**config.mk**
```make
export PLATFORM = sky130hd
export DESIGN_NAME = qte_div_cell
export DESIGN_NICKNAME = d
export VERILOG_FILES = /design/src/hw/rtl/qte_pkg.sv /design/src/hw/rtl/qte_div_cell.sv
export SDC_FILE = /design/constraint.sdc
export NUM_CORES = 1
export LEC_CHECK = 0
export ABC_CLOCK_PERIOD_IN_PS = 3700
export BUFFER_PORTS_ARGS = -buffer_cell sky130_fd_sc_hd__buf_2
export CAP_MARGIN = 20
export CORE_AREA = 2 2 193 195
export CTS_CLUSTER_DIAMETER = 40
export DETAILED_ROUTE_END_ITERATION = 7
export DIE_AREA = 0 0 195 197
export SLEW_MARGIN = 20
export SYNTH_ARGS = -nofsm -noshare
export SYNTH_HDL_FRONTEND = slang
export SYNTH_SLANG_ARGS = --single-unit
```
**constraint.sdc**
```tcl
create_clock -name clock -period 3.7 [get_ports clock]
set_clock_uncertainty 0.2 [all_clocks]
set_input_delay 1.11 -clock clock [delete_from_list [all_inputs] [get_ports clock]]
set_output_delay 1.11 -clock clock [all_outputs]
set_load 0.03 [all_outputs]
```
**src/hw/rtl/qte_pkg.sv**
```systemverilog
`timescale 1ns / 1ps
package qte_pkg;

   // field and datapath widths
   localparam int QW         = 16;
   localparam int PW         = 32;
   localparam int LW         = 36;
   localparam int ZW         = 27;
   localparam int NW         = 33;
   localparam int QBITS      = 30;
   localparam int RW         = 61;
   localparam int ROOTW      = 31;
   localparam int DIV_CELLS  = QBITS;
   localparam int SQRT_CELLS = ROOTW;
   localparam int ATAN_LEN   = 24;
   localparam int AW         = 18;

   localparam logic signed [ZW-1:0] DEG180_Q16 = 27'sd11796480;
   localparam int YAW_LIMIT   = 23040;
   localparam int PITCH_LIMIT = 11520;

   typedef logic signed [LW-1:0] lane_word_type;

   // yaw and roll vectors riding along while pitch is prepared
   typedef struct packed {
      lane_word_type yaw_x;
      lane_word_type yaw_y;
      lane_word_type roll_x;
      lane_word_type roll_y;
      logic          zero;
   } side_type;

   typedef struct packed {
      logic [NW-1:0]    rem;
      logic [NW-1:0]    norm;
      logic [QBITS-1:0] quo;
      logic             sat;
      logic             neg;
      side_type         side;
   } div_type;

   typedef struct packed {
      logic [RW-1:0]    rem;
      logic [ROOTW-1:0] root;
      lane_word_type    s;
      side_type         side;
   } sqrt_type;

   typedef struct packed {
      lane_word_type          x;
      lane_word_type          y;
      logic signed [ZW-1:0]   z;
      logic                   nil;
   } lane_type;

   typedef struct packed {
      lane_type yaw;
      lane_type pitch;
      lane_type roll;
      logic     zero;
   } cord_type;

   // atan(2^-k) in degrees, Q16
   function automatic logic signed [ZW-1:0] atan_q16(input int k);
      logic signed [ZW-1:0] r;
      case (k)
         0:  r = 27'sd2949120;
         1:  r = 27'sd1740967;
         2:  r = 27'sd919879;
         3:  r = 27'sd466945;
         4:  r = 27'sd234379;
         5:  r = 27'sd117304;
         6:  r = 27'sd58666;
         7:  r = 27'sd29335;
         8:  r = 27'sd14668;
         9:  r = 27'sd7334;
         10: r = 27'sd3667;
         11: r = 27'sd1833;
         12: r = 27'sd917;
         13: r = 27'sd458;
         14: r = 27'sd229;
         15: r = 27'sd115;
         16: r = 27'sd57;
         17: r = 27'sd29;
         18: r = 27'sd14;
         19: r = 27'sd7;
         20: r = 27'sd4;
         21: r = 27'sd2;
         22: r = 27'sd1;
         default: r = '0;
      endcase
      return r;
   endfunction

endpackage

```
**src/hw/rtl/qte_div_cell.sv**
```systemverilog
`timescale 1ns / 1ps
module qte_div_cell (
   input  logic             clock,
   input  logic             reset,
   input  logic             en,
   input  logic             in_vld,
   input  qte_pkg::div_type in_data,
   output logic             out_vld,
   output qte_pkg::div_type out_data
);
   import qte_pkg::*;

   logic          vld_ff;
   div_type       data_ff;
   div_type       data_in;
   logic [NW:0]   dbl;
   logic          take;

   // one restoring quotient bit
   always_comb begin
      dbl     = {in_data.rem, 1'b0};
      take    = dbl >= {1'b0, in_data.norm};
      data_in = in_data;
      if (take) begin
         data_in.rem = NW'(dbl - {1'b0, in_data.norm});
      end else begin
         data_in.rem = dbl[NW-1:0];
      end
      data_in.quo = {in_data.quo[QBITS-2:0], take};
   end

   // advance valid
   always_ff @(posedge clock) begin
      if (reset) begin
         vld_ff <= 1'b0;
      end else if (en) begin
         vld_ff <= in_vld;
      end
   end

   always_ff @(posedge clock) begin
      if (en) begin
         data_ff <= data_in;
      end
   end

   assign out_vld  = vld_ff;
   assign out_data = data_ff;
endmodule

```
==> results.py <==
metrics = {
    "critical_path": {
        "crit_cells": 13,
        "path_max_fanout": 15,
        "crit_slowest_cell": "or3b_1",
        "reg2regPathDepth": 2,
        "r2r_end": "out_vld",
        "path_delay_family": "simple AND/OR/NAND/NOR gates",
        "cp-end-kind": "register",
        "path_class": "primary input to register",
        "crit_arrival_ns": 3.67,
        "rrSetupSlack_ns": 2.91,
        "crit_required_ns": 3.78,
        "cpPeakStageDelay_ns": 0.42,
        "r2r-start": "out_vld",
        "crit_buf_inv": 3,
        "crit_start": "in_data[210]",
        "worstSetupStartpointType": "primary input",
        "crit_end": "out_data[229]",
        "worstPathCellList": "buf_2 > buf_4 > ha_1 > ha_1 > nand2_1 > nor4_1 > nand2_1 > o211ai_1 > or3b_1 > nor3_2 > or3_4 > clkinv_8 > mux2_4",
    },
    "synth": {
        "synth_top_area_share_pct": 73.4,
        "ys_types": 59,
        "synth-main-ff-cell": "edfxtp_1",
        "yosys.area.top_type": "edfxtp_1",
        "syn_avg_cell_area_um2": 16.8,
        "syn_nets": 874,
        "synth_edf_count": 243,
        "synthTopCellsByArea": "edfxtp_1 73%, mux2_4 4.4%, ha_1 4.2%",
        "seq_area_frac_synth_pct": 73.6,
        "async_reset_ff_share_pct": 0,
        "synth_warnings": 0,
        "syn_inst": 593,
        "syn_area_um2": 9940,
        "ys_seq_elements": 244,
    },
    "power": {
        "p_int_mw": 5.96,
        "switching_share_pct": 29.9,
        "powerDensity_nw_per_um2": 567,
        "p_leak_nw": 6.77,
        "max-vdd-ir-drop_v": 0.000383,
        "p_comb_share_pct": 20.0,
        "p_clk_share_pct": 40.0,
        "switchingPower_mw": 2.54,
        "p_seq_share_pct": 40.0,
        "p_total_mw": 8.50,
    },
    "clock_tree": {
        "clk_latency_ns": 0.54,
        "cts_buffers": 37,
        "cts_max_path_buffers": 3,
        "h-tree-depth": 2,
        "path_clk_slew_ns": 0.05,
        "clock-sinks": 244,
        "cts_tree": "yes",
        "cts_setup_buffers": 0,
        "cts_root_buf": "clkbuf_16",
    },
    "finish": {
        "nNetsFinal": 1497,
        "areaGrowthSynthToFinish_pct": 51.0,
        "fill_cells": 3433,
        "layout.cells.most_common": "buf_2",
        "layout_common_cells": "488 x buf_2, 243 x edfxtp_1, 105 x buf_4",
        "drive_gt1_share_pct": 57.1,
        "final_area_um2": 15000,
    },
    "timing": {
        "hold_violations": 0,
        "setup_viol": 0,
        "min_period_ns": 3.59,
        "rsz0062_at_grt": "no",
        "max_freq_ghz": 0.279,
        "report.final.slew_viol_count": 0,
        "period_share_pct": 96.9,
        "worst_slew_margin_rel_pct": 67.6,
        "max_slew.worst_pin.slew_ns": 0.486,
    },
    "global_route": {
        "antenna_found_initial": 10,
        "track_usage_pct": 17.0,
        "grt_pass1_vias": 7682,
        "grt_max_degree": 68,
        "grt_pass1_wl_um": 47900,
        "grt_overflow_total": 0,
    },
    "floorplan": {
        "die_h_um": 197,
        "rows": 70,
        "die_w_um": 195,
        "core_area_um2": 36300,
        "start_util_pct": 27.4,
        "dieArea_um2": 38400,
        "io_pins": 491,
    },
    "run_status": {
        "status": "finished with violations",
        "violations": "DRC",
    },
    "drt": {
        "first_pass_iters": 8,
        "detail-route-antenna-nets": 0,
        "vias": 7658,
        "drt-wirelength-per-cell_um": 19.9,
        "drt_iter0_drc": 361,
        "remaining_drc_errors": 8,
        "routed_wl_um": 34100,
        "viasPerCell": 4.47,
    },
    "placement": {
        "portBuffers": 489,
        "gp_congestion": 0.835,
        "dpl_cell_area_um2": 13700,
        "hpwlAfterDp_um": 26900,
    },
    "flow_run": {
        "drv_cap": 0,
    },
    "min_path": {
        "hp-class": "register to register",
    },
}
kinds of logic (layout without fill, tap and decap cells):
| family | after synthesis | in the layout | synth area share [%] |
|---|---|---|---|
| compound gates | 104 | 104 | 7.09 |
| xor+xnor | 27 | 27 | 2.38 |
| fa+ha+maj | 34 | 34 | 4.36 |
| buf+inv | 53 | 705 | 2.67 |
| flops | 244 | 244 | 73.6 |
| mux | 32 | 32 | 4.68 |
| other cells | 0 | 2 | 0 |
| simple gates | 99 | 99 | 5.20 |
worst min path at each step:
stage	startpoint	to	slack (ns)	cells past startpoint
finish	out_vld	out_vld	0.31	2
global route	out_vld	out_vld	0.37	2
CTS	out_vld	out_vld	0.30	2
detailed placement	out_vld	out_vld	0.29	2
global placement	out_vld	out_vld	0.27	2
floorplan	out_vld	out_vld	0.43	2
what timing repair did:
action / CTS / global route
pin swaps: 0 / 0
gates cloned: 1 / 0
setup endpoints to repair: 18 / 16
hold buffers: 0 / 0
gates resized for setup: 1 / 6
state kept, by name, summed over array words and instances, names as in the netlist:
name	flops
out_data	243
out_vld	1
through the flow:
step	worst slack, ns	setup TNS, ns	std cells	util (%)	hold WS, ns
6_report	0.113	0	1715	41.4	0.310
5_1_grt	0.0153	0	1714	41.4	0.365
4_1_cts	0.00720	0	1713	41.3	0.300
3_5_place_dp	-0.574	-17.98	1644	37.8	0.287
3_3_place_gp	-0.568	-17.92	1644	37.8	0.272
2_1_floorplan	-0.221	-6.38	593	-	0.430
worst reg2reg max path, cell delays in order (launching register included):
cell	delay (ns)
dfxtp_1	0.31
mux2i_1	0.12
nor2_1	0.05
Yosys cell counts, types with 5 or more instances:
master	number
a31oi_1	7
and3_1	5
nor2_1	24
nand2b_1	8
mux2_4	29
nand2_1	19
o21a_1	5
nand3_1	9
nor2b_1	5
inv_1	38
xnor2_1	17
edfxtp_1	243
nand4_1	7
a21o_1	19
nor3_1	5
clkbuf_1	5
xor2_1	10
o21ai_0	18
a21oi_1	27
ha_1	33
metal layers:
| layer | vias to the layer above | GRT usage (%) | routed length, µm |
|---|---|---|---|
| li1 | 3543 | - | - |
| met3 | 68 | 5.87 | 2920 |
| met2 | 331 | 30.8 | 17900 |
| met5 | - | 0 | 82 |
| met1 | 3704 | 18.0 | 12200 |
| met4 | 12 | 6.84 | 1030 |
final cells by class:
cell class | instances | area, µm² | area share, %
Antenna cell | 2 | 5.00 | 0.0334
Clock buffer | 37 | 926 | 6.17
Clock inverter | 31 | 309 | 2.06
Inverter | 40 | 163 | 1.08
Multi-Input combinational cell | 296 | 2400 | 16.0
Sequential cell | 244 | 7320 | 48.8
Tap cell | 468 | 586 | 3.90
Timing Repair Buffer | 596 | 3290 | 21.9
Timing Repair inverter | 1 | 16.3 | 0.108
power by group through the flow:
stage	clock (mW)	combinational (mW)	sequential (mW)
finish	3.40	1.70	3.40
CTS	3.49	1.72	3.41
global route	3.59	1.80	3.43
detailed placement	0	1.70	3.46
global placement	0	1.68	3.46
floorplan	0	0.470	3.98
No activity file was read; power rests on OpenSTA's default activity.
