**src/hw/rtl/qte_pkg.sv**
```systemverilog
`timescale 1ns / 1ps
package qte_pkg;

   // field and datapath widths
   localparam int QW         = 16;
   localparam int PW         = 32;
   localparam int LW         = 36;
   localparam int ZW         = 27;
   localparam int NW         = 33;
   localparam int QBITS      = 30;
   localparam int RW         = 61;
   localparam int ROOTW      = 31;
   localparam int DIV_CELLS  = QBITS;
   localparam int SQRT_CELLS = ROOTW;
   localparam int ATAN_LEN   = 24;
   localparam int AW         = 18;

   localparam logic signed [ZW-1:0] DEG180_Q16 = 27'sd11796480;
   localparam int YAW_LIMIT   = 23040;
   localparam int PITCH_LIMIT = 11520;

   typedef logic signed [LW-1:0] lane_word_type;

   // yaw and roll vectors riding along while pitch is prepared
   typedef struct packed {
      lane_word_type yaw_x;
      lane_word_type yaw_y;
      lane_word_type roll_x;
      lane_word_type roll_y;
      logic          zero;
   } side_type;

   typedef struct packed {
      logic [NW-1:0]    rem;
      logic [NW-1:0]    norm;
      logic [QBITS-1:0] quo;
      logic             sat;
      logic             neg;
      side_type         side;
   } div_type;

   typedef struct packed {
      logic [RW-1:0]    rem;
      logic [ROOTW-1:0] root;
      lane_word_type    s;
      side_type         side;
   } sqrt_type;

   typedef struct packed {
      lane_word_type          x;
      lane_word_type          y;
      logic signed [ZW-1:0]   z;
      logic                   nil;
   } lane_type;

   typedef struct packed {
      lane_type yaw;
      lane_type pitch;
      lane_type roll;
      logic     zero;
   } cord_type;

   // atan(2^-k) in degrees, Q16
   function automatic logic signed [ZW-1:0] atan_q16(input int k);
      logic signed [ZW-1:0] r;
      case (k)
         0:  r = 27'sd2949120;
         1:  r = 27'sd1740967;
         2:  r = 27'sd919879;
         3:  r = 27'sd466945;
         4:  r = 27'sd234379;
         5:  r = 27'sd117304;
         6:  r = 27'sd58666;
         7:  r = 27'sd29335;
         8:  r = 27'sd14668;
         9:  r = 27'sd7334;
         10: r = 27'sd3667;
         11: r = 27'sd1833;
         12: r = 27'sd917;
         13: r = 27'sd458;
         14: r = 27'sd229;
         15: r = 27'sd115;
         16: r = 27'sd57;
         17: r = 27'sd29;
         18: r = 27'sd14;
         19: r = 27'sd7;
         20: r = 27'sd4;
         21: r = 27'sd2;
         22: r = 27'sd1;
         default: r = '0;
      endcase
      return r;
   endfunction

endpackage

```
**src/hw/rtl/qte_sqrt_cell.sv**
```systemverilog
`timescale 1ns / 1ps
module qte_sqrt_cell #(
   parameter int BIT = 0
) (
   input  logic              clock,
   input  logic              reset,
   input  logic              en,
   input  logic              in_vld,
   input  qte_pkg::sqrt_type in_data,
   output logic              out_vld,
   output qte_pkg::sqrt_type out_data
);
   import qte_pkg::*;

   localparam int TW = RW + 1;

   logic          vld_ff;
   sqrt_type      data_ff;
   sqrt_type      data_in;
   logic [TW-1:0] trial;
   logic          take;

   // one root bit: try (root << (b+1)) + 4^b against the remainder
   always_comb begin
      trial   = (TW'(in_data.root) << (BIT + 1)) + (TW'(1) << (2 * BIT));
      take    = {1'b0, in_data.rem} >= trial;
      data_in = in_data;
      if (take) begin
         data_in.rem  = RW'({1'b0, in_data.rem} - trial);
         data_in.root = in_data.root | (ROOTW'(1) << BIT);
      end
   end

   always_ff @(posedge clock) begin
      if (reset) begin
         vld_ff <= 1'b0;
      end else if (en) begin
         vld_ff <= in_vld;
      end
   end

   always_ff @(posedge clock) begin
      if (en) begin
         data_ff <= data_in;
      end
   end

   assign out_vld  = vld_ff;
   assign out_data = data_ff;
endmodule

```
**config.mk**
```make
export PLATFORM = sky130hd
export DESIGN_NAME = qte_sqrt_cell
export DESIGN_NICKNAME = d
export VERILOG_FILES = /design/src/hw/rtl/qte_pkg.sv /design/src/hw/rtl/qte_sqrt_cell.sv
export SDC_FILE = /design/constraint.sdc
export NUM_CORES = 1
export LEC_CHECK = 0
export BUFFER_PORTS_ARGS = -buffer_cell sky130_fd_sc_hd__buf_2
export CELL_PAD_IN_SITES_DETAIL_PLACEMENT = 2
export CELL_PAD_IN_SITES_GLOBAL_PLACEMENT = 2
export CORE_UTILIZATION = 25
export DETAILED_ROUTE_END_ITERATION = 16
export GPL_TIMING_DRIVEN = 0
export PLACE_DENSITY_LB_ADDON = 0.1
export SYNTH_ARGS = -nofsm -noshare
export SYNTH_HDL_FRONTEND = slang
export SYNTH_SLANG_ARGS = --single-unit
export TNS_END_PERCENT = 30
```
**constraint.sdc**
```tcl
create_clock -name clock -period 3.5 [get_ports clock]
set_clock_uncertainty 0.05 [all_clocks]
set_input_delay 0.7 -clock clock [delete_from_list [all_inputs] [get_ports clock]]
set_output_delay 0.7 -clock clock [all_outputs]
set_load 0.01 [all_outputs]
```
==> flow_summary.json, run 1 <==
{
  "status": "completed",
  "dr_total_vias": 8940,
  "startpoint_type": "input port",
  "relSlewSlack_pct": 21.2,
  "insertion_delay_ns": 0.54,
  "worstPathArrival_ns": 3.68,
  "ys_ff_latch": 274,
  "dpl.hpwl_um": 38300,
  "dp.cells": 1909,
  "p_leak_nw": 6.74,
  "dr.pass1.iters": 5,
  "synth_nets": 1075,
  "met2_usage_pct": 37.2,
  "power_mw": 8.74,
  "finish.utilization_pct": 36.4,
  "grt_pass1_vias": 9479,
  "ys_top_cells_by_area": "edfxtp_1, ha_1, xor2_1",
  "drc": 0,
  "async_flop_share_pct": 0,
  "ios": 551,
  "detail_route.vias_per_cell": 4.51,
  "power.density_nw_per_um2": 542,
  "path_cells": "buf_2 > inv_1 > ha_2 > nand4_1 > or4_1 > or4_4 > o21ai_4 > a221oi_4 > or3_1 > or3_4 > xnor2_1",
  "wl_per_cell_um": 23.7,
  "tightest_slew_ns": 1.17,
  "tritoncts": "done",
  "clockBufferDepth": 3,
  "grt_max_degree": 112,
  "path_delay_family": "simple AND/OR/NAND/NOR gates",
  "avgSynthCellArea_um2": 14.7,
  "synth_edf_count": 273,
  "placement.cell_area_um2": 14800,
  "slowest_delay_ns": 0.55,
  "slowest_stage": "or4_4",
  "crit_start": "in_data[186]",
  "placement_rows": 77,
  "antenna_found_initial": 23,
  "cts_made_buffers": 34,
  "place_ws_ns": -1.13,
  "die_w_um": 214,
  "cts-root-buf": "clkbuf_16",
  "grtUsageTotal_pct": 20.3,
  "die_y_um": 214,
  "finalCritPeriodShare_pct": 98.3,
  "rsz0062_at_grt": "yes",
  "h-tree-depth": 2,
  "cp_num_buf_inv": 2,
  "finalHoldViolCount": 0,
  "io_buffers": 550,
  "fin_crit_ns": 3.44,
  "postSynthCellCount": 765,
  "instances_no_fill": 1981,
  "critPathKind": "input port to flip-flop",
  "final_common_cell": "buf_2",
  "timing.setup.tns_ns": 0,
  "drt_iter0_drc": 399,
  "cp.required_ns": 3.74,
  "clock-sinks": 274,
  "grt_pass1_wl_um": 67100,
  "finalWeightedCongestion": 0.806,
  "synth_top_cell_area_share_pct": 72.8,
  "clkTransAtPathRegs_ns": 0.05,
  "core_area_um2": 44300,
  "slew_viol_final": 0,
  "grtUsageMet1_pct": 21.0,
  "synth_cell_type_count": 56,
  "yosysTopAreaCell": "edfxtp_1",
  "yosysWarnings": 0,
  "drtAntennaViolNets": 0,
  "drt-total-wl_um": 47000,
  "setup_viol": 0,
  "drive_gt1_share_pct": 46.6,
  "nets": 1670,
  "fin_ws_ns": 0.0588,
  "vdd_drop_max_mv": 0.298,
  "area_growth_pct": 43.2,
  "grtUsageMet3_pct": 7.42,
  "cp-end-kind": "flip-flop",
  "final_cell_mix": "buf_2, edfxtp_1, nand2_1, o21ai_0, nor2_1",
  "start_util_pct": 25.4,
  "maxCapViolCount": 0,
  "grt_busiest_layer": "met2",
  "fmax_mhz": 291,
  "synth-main-ff-cell": "edfxtp_1",
  "rr_startpoint": "out_vld",
  "synth-seq-area-share_pct": 73.0,
  "min_path_type": "input port to flip-flop",
  "hold_ws_ns": 0.261,
  "synth_area_um2": 11300,
  "min_from": "reset",
  "grt_overflow_total": 0,
  "final_cell_area_um2": 16100,
  "fp.dieArea_um2": 45900,
  "hold_buffers": 0,
  "crit_path_max_fanout": 6
}
## power by group
| part | switching, mW | internal (mW) |
|---|---|---|
| combinational | 0.781 | 0.499 |
| clock | 1.39 | 2.04 |
| sequential | 0.0714 | 3.96 |
| total | 2.24 | 6.50 |
## cell usage after synthesis, types with 4 or more instances
| cell | number |
|---|---|
| xnor2_1 | 24 |
| buf_2 | 8 |
| a21o_1 | 10 |
| and3_1 | 6 |
| o21ai_0 | 43 |
| or4_1 | 8 |
| inv_1 | 38 |
| or3_1 | 5 |
| nor3_1 | 22 |
| nand3_1 | 8 |
| o21bai_1 | 4 |
| xor2_1 | 36 |
| edfxtp_1 | 273 |
| nand2b_1 | 5 |
| ha_1 | 32 |
| nand2_1 | 80 |
| clkbuf_1 | 6 |
| nand4_1 | 9 |
| nor2_1 | 38 |
| o211ai_1 | 8 |
| or2_2 | 5 |
| o21a_1 | 4 |
| a21oi_1 | 37 |
| nor4_1 | 10 |
## timing repair
action                     in CTS  in global routing
resized for setup               7                 18
setup endpoints to repair      60                 32
cloned                          0                  0
pin swaps                       3                  2
buffers inserted                6                  2
## metal layers
| metal | wire (µm) | share of wire (%) |
|---|---|---|
| met1 | 17000 | 36 |
| met3 | 3650 | 7.8 |
| met4 | 1440 | 3.1 |
| met2 | 24800 | 53 |
| met5 | 192 | 0.41 |
## cell type report
cell class / instances / area (µm²)
inverters: 38 / 143
repair buffers: 560 / 2880
flip-flops and latches: 274 / 8220
clock buffers: 40 / 895
plain buffers: 13 / 78.8
diodes: 8 / 20.0
multi-input cells: 439 / 2980
clock inverters: 17 / 165
well taps: 592 / 741
fillers: 4770 / 28200
## kinds of logic after synthesis
| kind of cell | synth area share, % |
|---|---|
| flip-flops | 73.0 |
| AND/OR/NAND/NOR | 9.12 |
| AO/OA/AOI/OAI | 7.24 |
| XOR/XNOR | 4.67 |
| buffers and inverters | 1.82 |
| adder cells (fa/ha/maj) | 3.74 |
| multiplexers | 0.389 |
## worst register-to-register path, stage by stage, from the launching register on
cell	delay, ns
dfxtp_1	0.30
mux2i_1	0.12
nor2_1	0.05
## registers in the layout (all words and copies together), names as in the netlist
signal,flops
out_data,273
out_vld,1
## worst paths after layout
check | slack, ns | to | cells past startpoint
worst max-delay path | 0.06 | out_data[266] | 11
worst min-delay path | 0.26 | out_vld | 2
worst max register to register | 2.87 | out_vld | 2
worst min register to register | 0.45 | out_vld | 2
Power figures use the tool's default switching activity.
==> run 2, diff against run 1 <==
- ABC_AREA: not set -> 1
==> run 2 against run 1 <==
Against the previous run:
- first-iteration DRC count rose by 13%
- critical path depth up 4
- power fell by 2.2%
- die area rose by 15%
- sequential power about the same
- sequential cell count unchanged
- sequential share of layout area fell by 4.2 points
- fmax up 20%
- clock-buffer cell count unchanged
- largest power group unchanged
- highest routed layer unchanged
==> flow_summary.json, run 2 <==
{
  "synth_compound_area_share_pct": 2.99,
  "synth-simple-area-share_pct": 21.6,
  "fmax_mhz": 349,
  "synth_fa_ha_area_share_pct": 3.25,
  "min_path_type": "input port to flip-flop",
  "drive_gt1_share_pct": 33.8,
  "ios": 551,
  "synth_top_family_by_area": "simple AND/OR/NAND/NOR gates",
  "antenna_found_initial": 19,
  "dpl.hpwl_um": 52100,
  "power_mw": 8.54,
  "grtUsageTotal_pct": 22.6,
  "status": "completed",
  "path_cells": "buf_2 > inv_1 > ha_1 > nand2_1 > inv_1 > a21oi_1 > nand2_1 > a21oi_1 > nand2_2 > nand2_1 > nand2_1 > inv_2 > buf_6 > buf_6 > a21oi_2",
  "slew_viol_final": 0,
  "yosysTopAreaCell": "edfxtp_1",
  "clockBufferDepth": 3,
  "fp.dieArea_um2": 52700,
  "ys_ff_latch": 274,
  "crit_start": "in_data[200]",
  "die_y_um": 230,
  "cp_num_buf_inv": 6,
  "maxCapViolCount": 0,
  "drtAntennaViolNets": 0,
  "path_delay_family": "buffers and inverters",
  "finalCritPeriodShare_pct": 81.9,
  "synth-main-ff-cell": "edfxtp_1",
  "synth-seq-area-share_pct": 63.5,
  "fin_crit_ns": 2.86,
  "core_area_um2": 51200,
  "drc": 0,
  "clkTransAtPathRegs_ns": 0.07,
  "startpoint_type": "input port",
  "slowest_delay_ns": 0.39,
  "yosysWarnings": 0,
  "place_ws_ns": 0.0976,
  "drt_iter0_drc": 449,
  "async_flop_share_pct": 0,
  "die_w_um": 230,
  "grt_pass1_vias": 12100,
  "synth_top_cell_area_share_pct": 63.3,
  "worstPathArrival_ns": 3.12,
  "p_leak_nw": 8.21,
  "yosys-top-cells-count": "nand2_1, edfxtp_1, inv_1",
  "tritoncts": "done",
  "power.density_nw_per_um2": 487,
  "drt-total-wl_um": 61200,
  "finalWeightedCongestion": 0.876,
  "cts-root-buf": "clkbuf_16",
  "min_to": "out_data[50]",
  "dr.pass1.iters": 4,
  "crit_path_max_fanout": 10,
  "synth_most_common_cell": "nand2_1",
  "cp-end-kind": "flip-flop",
  "largest_reg_flops": 273,
  "io_buffers": 550,
  "postCtsSetupBuffers": 0,
  "finish.utilization_pct": 34.3,
  "synthXorXnorAreaFrac_pct": 1.89,
  "fin_ws_ns": 0.635,
  "final_cell_mix": "buf_2, nand2_1, edfxtp_1, inv_1, nor2_1",
  "finalHoldViolCount": 0,
  "rrSetupSlack_ns": 2.85,
  "vdd_drop_max_mv": 0.346,
  "clock-sinks": 274,
  "start_util_pct": 25.3,
  "detail_route.vias_per_cell": 4.41,
  "rr_startpoint": "out_vld",
  "min_from": "in_data[50]",
  "hold_buffers": 0,
  "setup_viol": 0,
  "synth_cell_type_count": 31,
  "cts_made_buffers": 31,
  "tightest_slew_ns": 0.691,
  "area_growth_pct": 35.5,
  "ctsResizeCount": 0,
  "synth_area_um2": 13000,
  "rsz0062_at_grt": "no",
  "r2r-end": "out_vld",
  "relSlewSlack_pct": 54.0,
  "worstHoldPathCells": 1,
  "dr_total_vias": 11400,
  "h-tree-depth": 1,
  "slowest_stage": "a21oi_1",
  "timing.setup.tns_ns": 0,
  "nets": 2194,
  "final_common_cell": "buf_2",
  "insertion_delay_ns": 0.56,
  "critPathKind": "input port to flip-flop",
  "postSynthCellCount": 1299,
  "placement_rows": 83,
  "grt_max_degree": 102,
  "r2r_cells": 2,
  "grt_pass1_wl_um": 85800,
  "synth_edf_count": 273,
  "grt_overflow_total": 0,
  "cpMostUsedCell": "nand2_1",
  "dp.cells": 2531,
  "synthMuxAreaShare_pct": 0.0773,
  "avgSynthCellArea_um2": 9.97,
  "synth_nets": 1609,
  "wl_per_cell_um": 23.6,
  "instances_no_fill": 2592,
  "ys_top_cells_by_area": "edfxtp_1, nand2_1, inv_1",
  "cp.required_ns": 3.76
}
run 2: cell types whose count changed in the layout (fill, tap and decap cells not counted), sizes merged, moves of 9 or more:
cell,delta
o211ai,-9
inv,+167
xnor2,-23
nand2,+385
nor2,+87
nand3,+44
a21o,-10
xor2,-9
o21ai,-38
a21oi,+11
run 2: final cells by class:
| class | instances | area (µm²) |
|---|---|---|
| antenna | 6 | 15.0 |
| buffer | 10 | 96.3 |
| clock buffer | 40 | 810 |
| clock inverter | 15 | 109 |
| fill | 5753 | 33600 |
| inverter | 208 | 781 |
| multi-input combinational | 807 | 3860 |
| sequential | 274 | 8220 |
| tap | 680 | 851 |
| timing repair buffer | 552 | 2820 |
run 2: how the worst max path moves through the flow:
stage / to / depth (start not counted)
final: out_data[266] / 15
after global routing: out_data[259] / 15
after CTS: out_data[259] / 15
after detailed placement: out_data[252] / 15
after global placement: out_vld / 3
after floorplan: out_data[231] / 16
run 2: cell families (layout without fill, tap and decap cells):
kind of cell | Yosys count | in the layout
compound gates | 60 | 60
xor+xnor | 28 | 28
fa+ha+maj | 33 | 33
buf+inv | 218 | 825
flops | 274 | 274
mux | 1 | 1
other cells | 0 | 6
simple gates | 685 | 685
run 2: metrics by stage:
stage                     hold slack (ns)  area, µm²
after floorplan                     0.478      13000
after global placement              0.428      16600
after detailed placement            0.450      16600
after CTS                           0.208      17500
after global routing                0.220      17500
final                               0.241      17600
run 2: worst register-to-register path, delay by kind of cell, from the launching register on:
family,cells,cell delay [ns]
DFF,1,0.31
muxes,1,0.13
and+or+nand+nor,1,0.05
run 2: per-layer routing:
layer	GRT usage [%]	wire, µm	share of wire [%]
met5	0	59	0.096
met4	4.50	1130	1.8
met3	3.54	3070	5.0
met2	42.0	31700	52
met1	27.4	25300	41
run 2: where the power goes:
part	total (mW)	internal, mW	leakage (nW)	switching (mW)
clock network	3.04	1.69	0.441	1.35
logic	1.47	0.506	5.09	0.966
registers	4.03	3.95	2.68	0.0766
==> run 3, diff against run 2 <==
- clock period: 3.5 -> 2.6 ns (I/O delays scaled with it)
==> run 3 against run 2 <==
Against the previous run:
- register-to-register slack worse by 0.90 ns
- final cell count hardly changed
- non-clock buffer count did not move
- combinational power rose by 36%
- worst hold slack got worse by 0.18 ns
- critical endpoint is now out_data[232]
==> flow_summary.json, run 3 (synthesis results as in run 2) <==
{
  "finalHoldViolCount": 0,
  "grt_pass1_vias": 12200,
  "nFillCells": 5756,
  "power_mw": 11.5,
  "worstPathArrival_ns": 2.73,
  "clkPwrFrac_pct": 35.6,
  "grtUsageTotal_pct": 22.7,
  "grt_pass1_wl_um": 85800,
  "vdd_drop_max_mv": 0.467,
  "fmax_mhz": 407,
  "crit_path_max_fanout": 10,
  "start_util_pct": 25.3,
  "fin_ws_ns": 0.142,
  "dp.cells": 2531,
  "drt-total-wl_um": 61300,
  "maxCapViolCount": 0,
  "drtAntennaViolNets": 0,
  "cts_made_buffers": 31,
  "path_delay_family": "simple AND/OR/NAND/NOR gates",
  "cp-end-kind": "flip-flop",
  "cpMostUsedCell": "nand2_1",
  "cp.required_ns": 2.87,
  "finalWeightedCongestion": 0.876,
  "dpl.hpwl_um": 52100,
  "grt_overflow_total": 0,
  "clockBufferDepth": 3,
  "h-tree-depth": 1,
  "finalCritPeriodShare_pct": 94.5,
  "clkTransAtPathRegs_ns": 0.07,
  "status": "completed",
  "die_w_um": 230,
  "drive_gt1_share_pct": 34.3,
  "place_ws_ns": -0.622,
  "detail_route.vias_per_cell": 4.42,
  "critPathKind": "input port to flip-flop",
  "tightest_slew_ns": 0.684,
  "cp_num_buf_inv": 6,
  "p_int_mw": 8.29,
  "ios": 551,
  "fp.dieArea_um2": 52700,
  "min_path_type": "input port to flip-flop",
  "drc": 0,
  "seq_power_share_pct": 47.1,
  "dr_total_vias": 11500,
  "clock-sinks": 274,
  "relSlewSlack_pct": 54.4,
  "io_buffers": 550,
  "postCtsSetupBuffers": 0,
  "dr.pass1.iters": 4,
  "slowest_delay_ns": 0.42,
  "power.density_nw_per_um2": 654,
  "grt_max_degree": 102,
  "final_cell_mix": "buf_2, nand2_1, edfxtp_1, inv_1, nor2_1",
  "antenna_found_initial": 19,
  "hold_ws_ns": 0.0589,
  "wl_per_cell_um": 23.7,
  "timing.setup.tns_ns": 0,
  "drt_iter0_drc": 445,
  "fin_crit_ns": 2.46,
  "instances_no_fill": 2590,
  "tritoncts": "done",
  "slew_viol_final": 0,
  "final_common_cell": "buf_2",
  "die_y_um": 230,
  "p_comb_share_pct": 17.3,
  "area_growth_pct": 35.9,
  "p_sw_mw": 3.23,
  "swShare_pct": 28.0,
  "p_leak_nw": 8.23,
  "cts-root-buf": "clkbuf_16",
  "startpoint_type": "input port",
  "slowest_stage": "ha_1",
  "insertion_delay_ns": 0.56,
  "largest_reg_flops": 273,
  "setup_viol": 0,
  "nets": 2194,
  "core_area_um2": 51200,
  "placement_rows": 83,
  "path_cells": "buf_2 > inv_1 > ha_1 > nand2_2 > nor2_4 > inv_2 > nor2_4 > nand2_1 > nor3_2 > a21oi_1 > nand2_1 > inv_2 > buf_6 > buf_6 > nand2_1 > nand2_1"
}
## run 3: worst paths after layout
path           startpoint  slack [ns]            end  cells past startpoint
max          in_data[210]        0.14  out_data[232]                     16
min reg2reg       out_vld        0.47        out_vld                      2
max reg2reg       out_vld        1.95        out_vld                      2
min           in_data[50]        0.06   out_data[50]                      1
## run 3: final cells by class
type                    instances  area, µm²  area share, %
diodes                          4       10.0         0.0569
plain buffers                  10        108          0.611
clock buffers                  40        810           4.60
clock inverters                15        109          0.618
inverters                     208        781           4.44
multi-input cells             807       3900           22.1
flip-flops and latches        274       8220           46.7
well taps                     680        851           4.83
repair buffers                552       2820           16.0
## run 3: timing repair
item,4_1_cts,5_1_grt
hold buffers,0,0
pin swaps,0,1
resized for setup,2,13
endpoints found under the setup margin,11,58
## run 3: routing by layer
| metal | track usage (%) | vias to the layer above | wire, µm |
|---|---|---|---|
| li1 | - | 5367 | - |
| met1 | 27.4 | 5668 | 25100 |
| met2 | 42.0 | 332 | 31600 |
| met3 | 3.54 | 81 | 3230 |
| met4 | 4.50 | 12 | 1220 |
| met5 | 0 | - | 64 |
## run 3: power groups by stage
stage	Clock, mW	Combinational, mW	Sequential (mW)
after floorplan	0	0.628	5.74
after global placement	0	1.99	5.54
after detailed placement	0	2.03	5.52
after CTS	4.21	2.04	5.43
after global routing	4.36	2.18	5.46
final	4.09	2.00	5.43
## run 3: per-stage QoR
| stage | util, % | area, µm² |
|---|---|---|
| floorplan | - | 13000 |
| global placement | 32.3 | 16600 |
| detailed placement | 32.5 | 16600 |
| CTS | 34.3 | 17500 |
| global route | 34.4 | 17600 |
| finish | 34.4 | 17600 |
